$ cat config.mk
export PLATFORM = sky130hd
export DESIGN_NAME = amf0_object_stream_decoder_unit
export DESIGN_NICKNAME = d
export VERILOG_FILES = /design/src/rtl/amf0osd_pkg.sv /design/src/rtl/amf0osd_front.sv /design/src/rtl/amf0osd_queue.sv /design/src/rtl/amf0osd_back.sv /design/src/rtl/amf0_object_stream_decoder_unit.sv
export VERILOG_INCLUDE_DIRS = /design/src /design/src/rtl
export SDC_FILE = /design/constraint.sdc
export NUM_CORES = 1
export LEC_CHECK = 0
export ABC_AREA = 1
export BUFFER_PORTS_ARGS = -buffer_cell sky130_fd_sc_hd__buf_4
export CAP_MARGIN = 10
export CORE_AREA = 2 2 274 276
export DETAILED_ROUTE_END_ITERATION = 7
export DIE_AREA = 0 0 276 278
export PLACE_DENSITY = 0.41
export SETUP_SLACK_MARGIN = 0.4
export SLEW_MARGIN = 20
export SYNTH_ARGS = -nofsm -noshare
export SYNTH_HDL_FRONTEND = slang
export SYNTH_SLANG_ARGS = --single-unit
$ cat constraint.sdc
create_clock -name i_clk -period 5.6 [get_ports i_clk]
set_input_delay 0.56 -clock i_clk [delete_from_list [all_inputs] [get_ports i_clk]]
set_output_delay 0.56 -clock i_clk [all_outputs]
set_load 0.03 [all_outputs]
$ cat src/rtl/amf0_object_stream_decoder_unit_defines.svh
// assertion macros used by the decoder top
`ifndef AMF0_OBJECT_STREAM_DECODER_UNIT_DEFINES_SVH
`define AMF0_OBJECT_STREAM_DECODER_UNIT_DEFINES_SVH

// same-cycle implication, disabled while reset is low
`define AMF0_ASSERT_IMPLY(label, clk, rst_n, ante, cons) \
    label: assert property (@(posedge clk) disable iff (!rst_n) (ante) |-> (cons)) \
        else $error("amf0 decoder check failed");

// next-cycle implication, disabled while reset is low
`define AMF0_ASSERT_NEXT(label, clk, rst_n, ante, cons) \
    label: assert property (@(posedge clk) disable iff (!rst_n) (ante) |=> (cons)) \
        else $error("amf0 decoder check failed");

`endif

$ cat src/rtl/amf0osd_pkg.sv
package amf0osd_pkg;

    typedef enum logic [3:0] {
        PH_IDLE      = 4'd0,
        PH_COUNT     = 4'd1,
        PH_KLEN_HI   = 4'd2,
        PH_KLEN_LO   = 4'd3,
        PH_KEY       = 4'd4,
        PH_TYPE      = 4'd5,
        PH_NUM       = 4'd6,
        PH_BOOL      = 4'd7,
        PH_SLEN_HI   = 4'd8,
        PH_SLEN_LO   = 4'd9,
        PH_STR       = 4'd10,
        PH_KLEN_HI_S = 4'd11
    } t_phase;

    // event kinds
    localparam logic [2:0] EV_KEY_BYTE = 3'd0;
    localparam logic [2:0] EV_KEY_DONE = 3'd1;
    localparam logic [2:0] EV_NUMBER   = 3'd2;
    localparam logic [2:0] EV_BOOL     = 3'd3;
    localparam logic [2:0] EV_STR_BYTE = 3'd4;
    localparam logic [2:0] EV_STR_DONE = 3'd5;
    localparam logic [2:0] EV_END      = 3'd6;
    localparam logic [2:0] EV_ERROR    = 3'd7;

    // error codes
    localparam logic [1:0] ERR_NONE      = 2'd0;
    localparam logic [1:0] ERR_BAD_TOP   = 2'd1;
    localparam logic [1:0] ERR_BAD_TYPE  = 2'd2;
    localparam logic [1:0] ERR_TRUNCATED = 2'd3;

    // markers
    localparam logic [7:0] MK_OBJECT  = 8'h03;
    localparam logic [7:0] MK_ECMA    = 8'h08;
    localparam logic [7:0] MK_OBJ_END = 8'h09;
    localparam logic [7:0] TY_NUMBER  = 8'h00;
    localparam logic [7:0] TY_BOOL    = 8'h01;
    localparam logic [7:0] TY_STRING  = 8'h02;
    localparam logic [7:0] BOOL_TRUE  = 8'h01;

    localparam logic [15:0] ECMA_COUNT_BYTES = 16'd4;
    localparam logic [15:0] NUMBER_BYTES     = 16'd8;

    // operation handed from the parser to the result stage
    typedef struct packed {
        logic        emit;    // produces a result word
        logic        shift;   // number byte, shift only
        logic [2:0]  kind;
        logic [7:0]  data;
        logic [31:0] len;
        logic [1:0]  err;
        logic        fin;
    } t_op;

endpackage

$ cat src/rtl/amf0osd_front.sv
module amf0osd_front
    import amf0osd_pkg::*;
(
    input  logic       i_clk,
    input  logic       i_rst_n,
    input  logic       i_acc,
    input  logic [7:0] i_data_byte,
    input  logic       i_first_byte,
    input  logic       i_buffer_end,
    output logic       o_op_valid,
    output t_op        o_op
);

    t_phase      r_phase, n_phase, w_step_phase;
    logic [15:0] r_fc, n_fc;
    logic [15:0] r_pl, n_pl;
    logic [31:0] r_ct, n_ct;
    logic [15:0] w_fc_dec;
    logic [15:0] w_len_lo;

    assign w_fc_dec = r_fc - 16'd1;
    assign w_len_lo = {r_pl[15:8], i_data_byte};

    always_ff @(posedge i_clk) begin
        if (!i_rst_n) begin
            r_phase <= PH_IDLE;
            r_fc    <= '0;
            r_pl    <= '0;
            r_ct    <= '0;
        end else begin
            r_phase <= n_phase;
            r_fc    <= n_fc;
            r_pl    <= n_pl;
            r_ct    <= n_ct;
        end
    end

    // next state
    always_comb begin
        w_step_phase = r_phase;
        n_fc         = r_fc;
        n_pl         = r_pl;
        n_ct         = r_ct;
        if (i_acc) begin
            if (i_first_byte) begin
                n_fc = '0;
                n_pl = '0;
                n_ct = 32'd1;
                if (i_data_byte == MK_OBJECT) begin
                    w_step_phase = PH_KLEN_HI;
                end else if (i_data_byte == MK_ECMA) begin
                    w_step_phase = PH_COUNT;
                    n_fc         = ECMA_COUNT_BYTES;
                end else begin
                    w_step_phase = PH_IDLE;
                end
            end else if (r_phase != PH_IDLE) begin
                n_ct = (r_ct == 32'hFFFF_FFFF) ? r_ct : r_ct + 32'd1;
                case (r_phase)
                    PH_COUNT: begin
                        n_fc = w_fc_dec;
                        if (w_fc_dec == 16'd0) w_step_phase = PH_KLEN_HI;
                    end
                    PH_KLEN_HI, PH_KLEN_HI_S: begin
                        n_pl         = {i_data_byte, 8'h00};
                        w_step_phase = PH_KLEN_LO;
                    end
                    PH_KLEN_LO: begin
                        n_pl = w_len_lo;
                        if (w_len_lo != 16'd0) begin
                            n_fc         = w_len_lo;
                            w_step_phase = PH_KEY;
                        end else begin
                            w_step_phase = PH_TYPE;
                        end
                    end
                    PH_KEY: begin
                        n_fc = w_fc_dec;
                        if (w_fc_dec == 16'd0) w_step_phase = PH_TYPE;
                    end
                    PH_TYPE: begin
                        if (r_pl == 16'd0 && i_data_byte == MK_OBJ_END) begin
                            w_step_phase = PH_IDLE;
                        end else if (i_data_byte == TY_NUMBER) begin
                            n_fc         = NUMBER_BYTES;
                            w_step_phase = PH_NUM;
                        end else if (i_data_byte == TY_BOOL) begin
                            w_step_phase = PH_BOOL;
                        end else if (i_data_byte == TY_STRING) begin
                            w_step_phase = PH_SLEN_HI;
                        end else begin
                            w_step_phase = PH_IDLE;
                        end
                    end
                    PH_NUM: begin
                        n_fc = w_fc_dec;
                        if (w_fc_dec == 16'd0) w_step_phase = PH_KLEN_HI;
                    end
                    PH_BOOL: begin
                        w_step_phase = PH_KLEN_HI;
                    end
                    PH_SLEN_HI: begin
                        n_pl         = {i_data_byte, 8'h00};
                        w_step_phase = PH_SLEN_LO;
                    end
                    PH_SLEN_LO: begin
                        n_pl = w_len_lo;
                        if (w_len_lo != 16'd0) begin
                            n_fc         = w_len_lo;
                            w_step_phase = PH_STR;
                        end else begin
                            w_step_phase = PH_KLEN_HI_S;
                        end
                    end
                    PH_STR: begin
                        n_fc = w_fc_dec;
                        if (w_fc_dec == 16'd0) w_step_phase = PH_KLEN_HI_S;
                    end
                    default: begin
                        w_step_phase = PH_IDLE;
                    end
                endcase
            end
        end
        // last byte that leaves the decode open ends it
        n_phase = w_step_phase;
        if (i_acc && i_buffer_end && w_step_phase != PH_IDLE) n_phase = PH_IDLE;
    end

    // classified operation
    always_comb begin
        o_op = '0;
        if (i_acc) begin
            if (i_first_byte) begin
                if (w_step_phase == PH_IDLE) begin
                    o_op.emit = 1'b1;
                    o_op.kind = EV_ERROR;
                    o_op.err  = ERR_BAD_TOP;
                    o_op.fin  = 1'b1;
                end
            end else if (r_phase != PH_IDLE) begin
                case (r_phase)
                    PH_KLEN_HI_S: begin
                        o_op.emit = 1'b1;
                        o_op.kind = EV_STR_DONE;
                        o_op.len  = {16'd0, r_pl};
                    end
                    PH_KEY: begin
                        o_op.emit = 1'b1;
                        o_op.kind = EV_KEY_BYTE;
                        o_op.data = i_data_byte;
                    end
                    PH_TYPE: begin
                        o_op.emit = 1'b1;
                        if (r_pl == 16'd0 && i_data_byte == MK_OBJ_END) begin
                            o_op.kind = EV_END;
                            o_op.len  = n_ct;
                            o_op.fin  = 1'b1;
                        end else if (i_data_byte inside {[TY_NUMBER:TY_STRING]}) begin
                            o_op.kind = EV_KEY_DONE;
                            o_op.len  = {16'd0, r_pl};
                        end else begin
                            o_op.kind = EV_ERROR;
                            o_op.err  = ERR_BAD_TYPE;
                            o_op.fin  = 1'b1;
                        end
                    end
                    PH_NUM: begin
                        o_op.data = i_data_byte;
                        if (w_fc_dec == 16'd0) begin
                            o_op.emit = 1'b1;
                            o_op.kind = EV_NUMBER;
                        end else begin
                            o_op.shift = 1'b1;
                        end
                    end
                    PH_BOOL: begin
                        o_op.emit = 1'b1;
                        o_op.kind = EV_BOOL;
                        o_op.data = i_data_byte;
                    end
                    PH_STR: begin
                        o_op.emit = 1'b1;
                        o_op.kind = EV_STR_BYTE;
                        o_op.data = i_data_byte;
                    end
                    default: begin
                        o_op = '0;
                    end
                endcase
            end
            if (i_buffer_end && w_step_phase != PH_IDLE) begin
                o_op      = '0;
                o_op.emit = 1'b1;
                o_op.kind = EV_ERROR;
                o_op.err  = ERR_TRUNCATED;
                o_op.fin  = 1'b1;
            end
        end
        o_op_valid = o_op.emit | o_op.shift;
    end

endmodule

$ cat src/rtl/amf0osd_queue.sv
module amf0osd_queue
    import amf0osd_pkg::*;
#(
    parameter int DEPTH = 4
) (
    input  logic i_clk,
    input  logic i_rst_n,
    input  logic i_wr,
    input  t_op  i_wr_op,
    output logic o_full,
    input  logic i_rd,
    output logic o_valid,
    output t_op  o_rd_op
);

    localparam int PW = (DEPTH > 1) ? $clog2(DEPTH) : 1;
    localparam int CW = $clog2(DEPTH + 1);
    localparam logic [PW-1:0] LAST_PTR = PW'(DEPTH - 1);
    localparam logic [CW-1:0] FULL_CNT = CW'(DEPTH);

    t_op           r_mem [DEPTH];
    logic [PW-1:0] r_wp, r_rp;
    logic [CW-1:0] r_count;
    logic          w_do_wr, w_do_rd;

    assign o_full  = (r_count == FULL_CNT);
    assign o_valid = (r_count != '0);
    assign o_rd_op = r_mem[r_rp];
    assign w_do_wr = i_wr && !o_full;
    assign w_do_rd = i_rd && o_valid;

    always_ff @(posedge i_clk) begin
        if (w_do_wr) r_mem[r_wp] <= i_wr_op;
    end

    always_ff @(posedge i_clk) begin
        if (!i_rst_n) begin
            r_wp    <= '0;
            r_rp    <= '0;
            r_count <= '0;
        end else begin
            if (w_do_wr) r_wp <= (r_wp == LAST_PTR) ? '0 : r_wp + PW'(1);
            if (w_do_rd) r_rp <= (r_rp == LAST_PTR) ? '0 : r_rp + PW'(1);
            case ({w_do_wr, w_do_rd})
                2'b10:   r_count <= r_count + CW'(1);
                2'b01:   r_count <= r_count - CW'(1);
                default: r_count <= r_count;
            endcase
        end
    end

endmodule

$ cat src/rtl/amf0osd_back.sv
module amf0osd_back
    import amf0osd_pkg::*;
(
    input  logic        i_clk,
    input  logic        i_rst_n,
    input  logic        i_op_valid,
    input  t_op         i_op,
    output logic        o_op_take,
    output logic        o_valid,
    input  logic        i_pop,
    output logic [2:0]  o_event_kind,
    output logic [7:0]  o_byte_value,
    output logic [63:0] o_number_bits,
    output logic        o_bool_value,
    output logic [31:0] o_length_value,
    output logic [1:0]  o_error_code,
    output logic        o_final_result
);

    logic        r_valid;
    logic [55:0] r_shift;
    logic [2:0]  r_kind;
    logic [7:0]  r_byte;
    logic [63:0] r_num;
    logic        r_bool;
    logic [31:0] r_len;
    logic [1:0]  r_err;
    logic        r_fin;
    logic        w_load;

    // shift-only ops never wait on the result word
    assign o_op_take = i_op_valid && (i_op.shift || !r_valid || i_pop);
    assign w_load    = o_op_take && i_op.emit;

    always_ff @(posedge i_clk) begin
        if (!i_rst_n) begin
            r_valid <= 1'b0;
        end else if (w_load) begin
            r_valid <= 1'b1;
        end else if (i_pop) begin
            r_valid <= 1'b0;
        end
    end

    always_ff @(posedge i_clk) begin
        if (o_op_take && i_op.shift) r_shift <= {r_shift[47:0], i_op.data};
        if (w_load) begin
            r_kind <= i_op.kind;
            r_byte <= (i_op.kind inside {EV_KEY_BYTE, EV_STR_BYTE}) ? i_op.data : 8'h00;
            r_num  <= (i_op.kind == EV_NUMBER) ? {r_shift, i_op.data} : 64'd0;
            r_bool <= (i_op.kind == EV_BOOL) && (i_op.data == BOOL_TRUE);
            r_len  <= i_op.len;
            r_err  <= i_op.err;
            r_fin  <= i_op.fin;
        end
    end

    assign o_valid        = r_valid;
    assign o_event_kind   = r_kind;
    assign o_byte_value   = r_byte;
    assign o_number_bits  = r_num;
    assign o_bool_value   = r_bool;
    assign o_length_value = r_len;
    assign o_error_code   = r_err;
    assign o_final_result = r_fin;

endmodule

$ cat src/rtl/amf0_object_stream_decoder_unit.sv
// amf0 object / ecma array decoder, one buffer byte per word
//
// input queue side: drive data, first_byte (top marker, restarts the decode)
// and buffer_end (last valid byte) with push; a word is taken when push is
// high and full is low. result queue side: while empty is low the oldest
// event sits on the o_ ports; it is taken when pop is high.
// events: key byte, key done, number (64-bit pattern), boolean, string byte,
// string done, object end with byte total, error (final_result set)
//
// throughput: one byte per cycle while full is low; the parser step is combinational
// path: an accepted byte's event goes from the parser into the op queue,
// then into the result register, before it reaches the ports
// the result stage shifts in non-final number bytes, which never wait on pop
// stall: while pop is low the op queue fills and full rises once
// QUEUE_DEPTH ops are held; the parser keeps its phase meanwhile
// reset (synchronous, active low): parser idle, queue and result emptied;
// bytes without first_byte before a top marker are dropped
`include "amf0_object_stream_decoder_unit_defines.svh"

module amf0_object_stream_decoder_unit
    import amf0osd_pkg::*;
#(
    parameter int QUEUE_DEPTH = 4
) (
    input  logic        i_clk,
    input  logic        i_rst_n,
    input  logic        push,
    output logic        full,
    input  logic [7:0]  i_data_byte,
    input  logic        i_first_byte,
    input  logic        i_buffer_end,
    output logic        empty,
    input  logic        pop,
    output logic [2:0]  o_event_kind,
    output logic [7:0]  o_byte_value,
    output logic [63:0] o_number_bits,
    output logic        o_bool_value,
    output logic [31:0] o_length_value,
    output logic [1:0]  o_error_code,
    output logic        o_final_result
);

    logic w_acc;       // input word taken
    logic w_op_valid;  // parser produced an op
    t_op  w_op;
    logic w_q_valid;   // op queue head present
    t_op  w_q_op;
    logic w_q_take;
    logic w_out_valid;
    logic w_pop_acc;

    assign w_acc     = push && !full;
    assign w_pop_acc = pop && !empty;

    // front: phase tracking and classification
    amf0osd_front u_front (
        .i_clk        (i_clk),
        .i_rst_n      (i_rst_n),
        .i_acc        (w_acc),
        .i_data_byte  (i_data_byte),
        .i_first_byte (i_first_byte),
        .i_buffer_end (i_buffer_end),
        .o_op_valid   (w_op_valid),
        .o_op         (w_op)
    );

    // op queue decoupling parser from result stage
    amf0osd_queue #(
        .DEPTH (QUEUE_DEPTH)
    ) u_queue (
        .i_clk   (i_clk),
        .i_rst_n (i_rst_n),
        .i_wr    (w_op_valid),
        .i_wr_op (w_op),
        .o_full  (full),
        .i_rd    (w_q_take),
        .o_valid (w_q_valid),
        .o_rd_op (w_q_op)
    );

    // back: number assembly and result formatting
    amf0osd_back u_back (
        .i_clk          (i_clk),
        .i_rst_n        (i_rst_n),
        .i_op_valid     (w_q_valid),
        .i_op           (w_q_op),
        .o_op_take      (w_q_take),
        .o_valid        (w_out_valid),
        .i_pop          (w_pop_acc),
        .o_event_kind   (o_event_kind),
        .o_byte_value   (o_byte_value),
        .o_number_bits  (o_number_bits),
        .o_bool_value   (o_bool_value),
        .o_length_value (o_length_value),
        .o_error_code   (o_error_code),
        .o_final_result (o_final_result)
    );

    assign empty = !w_out_valid;

    // final results are only ends and errors
    `AMF0_ASSERT_IMPLY(a_fin_kind, i_clk, i_rst_n, !empty && o_final_result,
        o_event_kind == EV_END || o_event_kind == EV_ERROR)
    // an error word always carries a cause
    `AMF0_ASSERT_IMPLY(a_err_code, i_clk, i_rst_n, !empty && o_event_kind == EV_ERROR,
        o_error_code != ERR_NONE)
    // boolean flag only on boolean events
    `AMF0_ASSERT_IMPLY(a_bool_kind, i_clk, i_rst_n, !empty && o_bool_value,
        o_event_kind == EV_BOOL)
    // popped result with nothing queued leaves the output empty
    `AMF0_ASSERT_NEXT(a_drain, i_clk, i_rst_n, w_pop_acc && !w_q_valid, empty)

endmodule

# Word level (Yosys, flattened, before mapping)

Memories as Yosys holds them, arrays and structs flattened. A register that Yosys moved wholly into a read port is not among the register bits.
Index checks and enable logic that the tools add are counted.

Add/subtract/negate cells: 6
Multipliers: 0
Divide/modulo/power cells: 0
Magnitude comparators: 2
Equal/unequal tests: 30
Shift operators: 0
Mux-type cells: 66
Bitwise gates (word level): 2
Reduce and logical (&&, ||, !) cells: 44

Operators by type and width:

| kind                                                 | number |
|---|---|
| 2-to-1 mux 32 bit                                    | 5 |
| 2-to-1 mux 16 bit                                    | 9 |
| 2-to-1 mux 48 bit                                    | 3 |
| one-hot mux 32 bit (2 select lines)                  | 1 |
| one-hot mux 16 bit (3 select lines)                  | 1 |
| 2-to-1 mux 4 bit                                     | 11 |
| 2-to-1 mux 40 bit                                    | 1 |
| one-hot mux 4 bit (9 select lines)                   | 1 |
| adder 32 x 1 -> 32 bit (second input constant)       | 1 |
| equality test 32 bit (second input constant)         | 1 |
| zero test 16 bit                                     | 2 |
| one-hot mux 16 bit (2 select lines)                  | 1 |
| 2-to-1 mux 3 bit                                     | 8 |
| equality test 4 x 3 -> 1 bit (second input constant) | 4 |
| equality test 4 bit (second input constant)          | 4 |
| equality test 8 x 1 -> 1 bit (second input constant) | 2 |
| equality test 8 x 2 -> 1 bit (second input constant) | 2 |
| equality test 8 x 4 -> 1 bit (second input constant) | 2 |
| nonzero test 16 bit                                  | 1 |
| subtractor 16 x 1 -> 16 bit (second input constant)  | 1 |
| one-hot mux 3 bit (5 select lines)                   | 1 |
| 2-to-1 mux 1 bit                                     | 14 |
| 2-to-1 mux 2 bit                                     | 7 |
| logical AND 1 bit                                    | 13 |
| 35 further kinds                                     | 54 |

Register bits: 243
Latch bits: 0
Memory bits (writable): 192
ROM bits: 0
Word-level logic and storage cells: 168
Memories: 1

Memory list:

| memory        | words | width | read ports | clocked after memory_dff | write ports | RTL line            | RTL |
|---|---|---|---|---|---|---|---|
| u_queue.r_mem | 4     | 48    | 1          | 1                        | 1           | amf0osd_queue.sv:21 | `t_op r_mem [DEPTH];` |

# Depth between registers and ports, before layout

Depth in word-level cells: 18
Gate-level depth with buffers: 30

# By module

Synthesis repeated with hierarchy kept, for this count alone.

Cell total of the unflattened synthesis: 1751
Area total of the unflattened synthesis: 19065.8 µm²

Modules (own cells, without submodules):

| module                          | instances | cells an instance | area an instance (µm²) | sequential area each (µm²) |
|---|---|---|---|---|
| amf0osd_queue                   | 1         | 533               | 7672.4                 | 5945.7 |
| amf0osd_back                    | 1         | 331               | 6221.0                 | 5034.8 |
| amf0osd_front                   | 1         | 882               | 5151.2                 | 1361.3 |
| amf0_object_stream_decoder_unit | 1         | 5                 | 21.3                   | 0.0 |

# Worst setup path after synthesis

OpenSTA, ideal clock, no wires.

Kind: reg-to-reg
From: register u_queue.r_count[0]
To: memory u_queue.r_mem[0][0] in the netlist's numbering (enable)
Setup time: 0.455 ns
Arrival time: 4.557 ns
Slack: 0.588 ns
Stages on the path, launching flop included: 13
Path buffers: 1
Clock period less this slack: 5.012 ns
Cells stage by stage: dfxtp_1 -> nor3_1 -> nor2_2 -> inv_1 -> clkbuf_1 -> o21ai_0 -> a21oi_1 -> nand2_2 -> nand2_4 -> nand3b_4 -> nand2_4 -> inv_2 -> nor2_1

Cells in the longest elaborated chain, start to end: 13
Elaborated cells between the ends (all ways): 15
Those cells by class: 1 x eq/ne; 7 x mux; 1 x bitwise; 6 x reduce/logical

Ends and longest elaborated chain:

| what                                       | RTL line                                                   | RTL |
|---|---|---|
| start: declaration                         | amf0osd_queue.sv:23                                        | `logic [CW-1:0] r_count;` |
| start signal: assignment                   | amf0osd_queue.sv:45                                        | `2'b10: r_count <= r_count + CW'(1);` |
| start signal: assignment                   | amf0osd_queue.sv:46                                        | `2'b01: r_count <= r_count - CW'(1);` |
| start signal: assignment                   | amf0osd_queue.sv:47                                        | `default: r_count <= r_count;` |
| equality test 3 bit (*)                    | amf0osd_queue.sv:26                                        | `assign o_full = (r_count == FULL_CNT);` |
| named net full                             | amf0_object_stream_decoder_unit.sv:28                      | `output logic full,` |
| zero test 1 bit (*)                        | amf0osd_queue.sv:29, amf0_object_stream_decoder_unit.sv:52 |  |
| logical AND 1 bit                          | amf0_object_stream_decoder_unit.sv:52                      | `assign w_acc = push && !full;` |
| 2-to-1 mux 4 bit                           | amf0osd_front.sv:44                                        | `if (i_acc) begin` |
| zero test 4 bit                            | amf0osd_front.sv:135                                       | `if (w_step_phase == PH_IDLE) begin` |
| 2-to-1 mux 1 bit                           | amf0osd_front.sv:135                                       |  |
| 2-to-1 mux 1 bit                           | amf0osd_front.sv:134                                       | `if (i_first_byte) begin` |
| 2-to-1 mux 48 bit                          | amf0osd_front.sv:192                                       | `if (i_buffer_end && w_step_phase != PH_IDLE) begin` |
| 2-to-1 mux 48 bit                          | amf0osd_front.sv:133                                       | `if (i_acc) begin` |
| bitwise OR 1 bit                           | amf0osd_front.sv:200                                       | `o_op_valid = o_op.emit \| o_op.shift;` |
| logical AND 1 bit (*)                      | amf0osd_queue.sv:29                                        | `assign w_do_wr = i_wr && !o_full;` |
| 2-to-1 mux 1 bit (*)                       | amf0osd_queue.sv:33                                        | `if (w_do_wr) r_mem[r_wp] <= i_wr_op;` |
| 2-to-1 mux 1 bit (not written as such) (*) | amf0osd_queue.sv:33                                        |  |
| end: declaration                           | amf0osd_queue.sv:21                                        |  |

Mark *: on every way through the listed nets, which the timed path passes. The rest lies on a longest branch.

# Worst setup path in the final report

From: register u_front.r_fc[0]
To: register u_queue.r_count[2]

Cells in the longest elaborated chain, start to end: 16
Elaborated cells between the ends (all ways): 28
Those cells by class: 1 x add/sub; 2 x eq/ne; 18 x mux; 1 x bitwise; 6 x reduce/logical

Ends and longest elaborated chain:

| what                                                                     | RTL line             | RTL |
|---|---|---|
| start: declaration                                                       | amf0osd_front.sv:15  | `logic [15:0] r_fc, n_fc;` |
| start signal: assignment                                                 | amf0osd_front.sv:32  | `r_fc <= n_fc;` |
| subtractor 16 x 1 -> 16 bit (*)                                          | amf0osd_front.sv:21  | `assign w_fc_dec = r_fc - 16'd1;` |
| zero test 16 bit (*)                                                     | n/a                  |  |
| 2-to-1 mux 4 bit (on tied branches)                                      | n/a                  |  |
| one-hot mux 4 bit (9 select lines)                                       | amf0osd_front.sv:59  | `case (r_phase)` |
| 2-to-1 mux 4 bit                                                         | amf0osd_front.sv:57  | `end else if (r_phase != PH_IDLE) begin` |
| 2-to-1 mux 4 bit                                                         | amf0osd_front.sv:45  | `if (i_first_byte) begin` |
| 2-to-1 mux 4 bit                                                         | amf0osd_front.sv:44  |  |
| zero test 4 bit                                                          | amf0osd_front.sv:135 |  |
| 2-to-1 mux 1 bit                                                         | amf0osd_front.sv:135 |  |
| 2-to-1 mux 1 bit                                                         | amf0osd_front.sv:134 |  |
| 2-to-1 mux 48 bit (*)                                                    | amf0osd_front.sv:192 |  |
| 2-to-1 mux 48 bit (*)                                                    | amf0osd_front.sv:133 |  |
| bitwise OR 1 bit (*)                                                     | amf0osd_front.sv:200 |  |
| logical AND 1 bit (*)                                                    | amf0osd_queue.sv:29  |  |
| equality test 2 x 1 -> 1 bit or equality test 2 bit (tied branches)      | amf0osd_queue.sv:44  | `case ({w_do_wr, w_do_rd})` |
| one-hot mux 3 bit (2 select lines) or nonzero test 2 bit (tied branches) | n/a                  |  |

Mark *: on every way between the ends. The rest lies on a longest branch, timed or not.
A chain may end at the register's enable or synchronous reset.

==> results.txt <==
* Sum Neg Setup Slack: 0 ns
- Total Wirelength: 49470 um
- Root buffer cell: sky130_fd_sc_hd__clkbuf_16
* Count of non-filler cells in the finished layout: roughly 2900
- After detailed routing, the average wire length per cell comes to 17.33 um.
- I/O Pins: 127
- Synthesis handed over a netlist of between 1500 and 2000 instances.
- Final Cell Area: between 0.02 and 0.025 mm2
- Combined area of all synthesized cells: around 0.018 mm2
* #FFs+latches synth: about 440
* Dominant combinational cell family by area after synthesis: simple AND/OR/NAND/NOR gates
- The worst setup path is captured at a flip-flop.
* Core area: 0.07382 mm2
* Full die area: about 0.077 mm2
- Clock latency reported for the late side of the worst-skew pair: 0.60 ns
* Register area share after synthesis: 0.6754
- Once the clock tree was built, the resizer swapped 0 gates to a different size.
* Status: finished, violations left
- Summed over all layers, the global routing overflow is 0.
- Global-route wire length before repair: roughly 75000 um
* Via count of the first global-routing pass: 12360
- Of the available clock period, the critical path in the final layout requires 0.7388.
- Finish-stage setup viols: 0
- Simple-gate share of the synthesized area: 0.1601
* Pwr dens: 508.1 mW/mm2
* Final net count: 1871
- From synthesis to final layout, the design area changed by 20.42%.
* Avg Vias per Cell: 4.407
* Maximum clock rate: around 240 MHz
- Across every metal layer, demand over resource in global routing totals 0.1270.
* Max transition margin: 0.2768
- Post-DP HPWL: 33410 um
- Fin. Hold Viols: 0
- The analysis attributes to cell leakage a power of 0.008024 uW.
- After synthesis, the share of cell area in mux cells is 0.
- Number of sinks on the clock net: ~440
* Register clock-pin slew on the reported worst setup and hold paths: 0.06 ns
* Flip-flop cell with the highest count after synthesis: sky130_fd_sc_hd__edfxtp_1
* Number of detailed-route iterations in the first pass: 7
- The count of pins over their slew limit is 0.
- The complex-gate fraction of the synthesized area is 0.09449.
* Data arrival, critical path: 4.62 ns
- Yosys warnings: 0
* Violations in the final reports: design-rule violations
* Worst Path Max Fanout: 6
- Total cell area at the placement stage: around 0.020 mm2
* Async set-reset flop share out of synthesis: 0
* # Post-CTS Setup Buffers: 0
* Die extent in y: around 280 um
* CTS tree: built
- Number of levels in the clock H-tree: 2
* Number of violations of the max-capacitance limit: 0
* Weighted congestion reported at the end of routability-driven placement: around 0.85
- After detailed routing, the number of remaining DRC violations is 11.
- Count of hold buffers inserted by post-cts repair: 0
* Starting utilization of the core area: 0.2475
* Required time reported for the critical path endpoint: 6.08 ns
* Core occupancy in the finished layout: 0.2981
* Pin count of the biggest net entering global routing: a little under 80
- Of the total synthesized cell area, the portion taken by XOR and XNOR cells is 0.005751.
- The die is around 280 um wide.
- Diodes inserted: 0
* Maximum vdd ir drop: 197.3 uV
* Synthesized net count: approximately 1700
* Fraction of final layout cells with drive strength greater than 1: 0.1389
- For the pin with the worst max-slew slack, the measured transition is between 1 and 1.5 ns.
- Final hold analysis gives a worst-case slack of about 0.26 ns.
- Synthesis instantiated 47 different standard cells from the library.
- Unrepaired setup endpoints after global routing: false
- The floorplan has 100 rows.
- The filler cells instantiated in the layout total 7703.
- The critical path is of the flip-flop to flip-flop type.
- The routed design could run at a clock period as short as 4.137 ns.
- Number of antenna violations at the first check in global routing: 0
- Number of cells in the design after placement: 2764
* Count of flip-flops with a built-in enable after synthesis: 359
- Worst clock skew: roughly 0.02 ns
* Number of buffers added by the clock tree synthesis step: 50
- Longest Clk Path Bufs: 3
- Adder and majority cell fraction of the synthesized area: 0.007258
- The count of nets left with antenna violations once routing finished came out at 0.
* Iteration-0 DRC count of the detailed router: ~810
- During placement, the flow inserted port buffers numbering 126.
* Setup crit start kind: flip-flop
- Dividing the synthesized area by the synthesized cell count gives 10.66 um2.
* Vias after detailed routing: 12580
- The path class of the tightest hold or removal check is input port to flip-flop.
cells in the mapped netlist, drive strengths merged (10+ instances only):
cell / count / area share
edfxtp: 359 / 0.59
nor2: 298 / 0.065
nand2: 212 / 0.046
inv: 211 / 0.043
o21ai: 132 / 0.036
a21oi: 85 / 0.023
nand3: 80 / 0.022
dfxtp: 78 / 0.085
clkbuf: 56 / 0.012
o22ai: 46 / 0.016
nor3: 39 / 0.012
nand4: 19 / 0.0065
a31oi: 11 / 0.0038
a32oi: 11 / 0.0053
nor4: 10 / 0.0034
through the flow:
step                worst slack, ns  power (uW)
floorplan                    0.5885        6851
global placement              1.252        8104
detailed placement            1.237        8119
CTS                           1.447       11390
global route                 0.9814       11790
finish                        1.463       11180
report_power, final:
group | internal (uW) | leakage [uW] | switching [uW]
clock | 1890 | 0.000788 | 1340
sequential | 4530 | 0.00402 | 298
combinational | 857 | 0.00321 | 2260
total | 7280 | 0.00802 | 3900
layout make-up:
cell class	instances	area, um2	share of cell area
Clock inverter	29	311.5	0.01416
Clock buffer	62	1306	0.05936
Sequential cell	437	12340	0.5609
Tap cell	969	1212	0.05510
Inverter	212	798.3	0.03628
Multi-Input combinational cell	1001	4932	0.2241
Timing Repair Buffer	145	1101	0.05004
cells by family after synthesis:
family	after synthesis
AOI/OAI and AO/OA	307
and+or+nand+nor	672
xor gates and xnor gates	12
adders and majority gates	10
buffers and inverters	276
DFF	437
per-layer routing:
layer	wire length, um	global-route usage	vias to the layer above
met4	1107	0.03923	0
met5	0	0	-
li1	-	-	6189
met2	22470	0.2036	226
met1	23800	0.1753	6106
met3	2084	0.02166	61
sequential cells by signal (all words and copies together), names as in the netlist, named ones only:
signal	count
u_front.r_pl	16
u_front.r_ct	32
u_front.r_phase	4
u_back.o_error_code	2
u_queue.r_mem	192
u_back.o_number_bits	64
u_front.r_fc	16
u_back.o_final_result	1
u_back.r_shift	56
u_back.o_length_value	32
u_back.o_byte_value	8
u_back.o_bool_value	1
u_back.o_event_kind	3
u_back.o_valid	1
u_queue.r_rp	2
u_queue.r_count	3
u_queue.r_wp	2
critical path, cell delays in order, from the launching register on:
cell and delay, ns:
sky130_fd_sc_hd__dfxtp_1 0.35, sky130_fd_sc_hd__inv_1 0.18, sky130_fd_sc_hd__ha_1 0.31, sky130_fd_sc_hd__nand2_2 0.14, sky130_fd_sc_hd__nor2_2 0.16, sky130_fd_sc_hd__nand3_1 0.08
sky130_fd_sc_hd__nand2_1 0.08, sky130_fd_sc_hd__nand3_1 0.09, sky130_fd_sc_hd__nor2_2 0.13, sky130_fd_sc_hd__nand3_2 0.14, sky130_fd_sc_hd__nand2_1 0.08, sky130_fd_sc_hd__nand2_1 0.05
sky130_fd_sc_hd__nand2_1 0.05, sky130_fd_sc_hd__nand2_1 0.07, sky130_fd_sc_hd__a21oi_1 0.26, sky130_fd_sc_hd__nand2_2 0.14, sky130_fd_sc_hd__nand2_4 0.11, sky130_fd_sc_hd__nand2_4 0.09
sky130_fd_sc_hd__nor2_8 0.12, sky130_fd_sc_hd__nand2_4 0.07, sky130_fd_sc_hd__inv_2 0.18, sky130_fd_sc_hd__ha_1 0.18, sky130_fd_sc_hd__inv_1 0.07, sky130_fd_sc_hd__fa_1 0.44
sky130_fd_sc_hd__a21oi_1 0.14, sky130_fd_sc_hd__o21ai_0 0.11, sky130_fd_sc_hd__o21ai_0 0.16, sky130_fd_sc_hd__a21oi_1 0.05
worst paths after layout:
path	from	to	slack [ns]	cells after the start
min reg2reg	u_back.r_shift[28]	u_back.r_shift[36]	0.44	0
max reg2reg	u_front.r_fc[0]	u_queue.r_count[2]	1.46	27
max	u_front.r_fc[0]	u_queue.r_count[2]	1.46	27
min	pop	u_back.o_valid	0.26	4
placed cells by master (no fill, tap or decap), drive strengths merged, types with 3 or more instances in the layout:
master	Yosys	layout
o2111ai	9	9
nand3	80	80
clkinv	1	22
clkbuf	56	62
o21ai	132	132
nor2	298	298
a31oi	11	11
nand4	19	19
bufinv	0	5
nand2	212	212
nand3b	5	5
nor3b	3	3
nor3	39	39
edfxtp	359	359
o22ai	46	46
buf	8	145
a211oi	3	3
xnor2	5	5
or2	4	4
ha	9	9
a32oi	11	11
dfxtp	78	78
nor4	10	10
inv	211	213
xor2	7	7
a21oi	85	85
No activity file was read; power rests on OpenSTA's default activity.
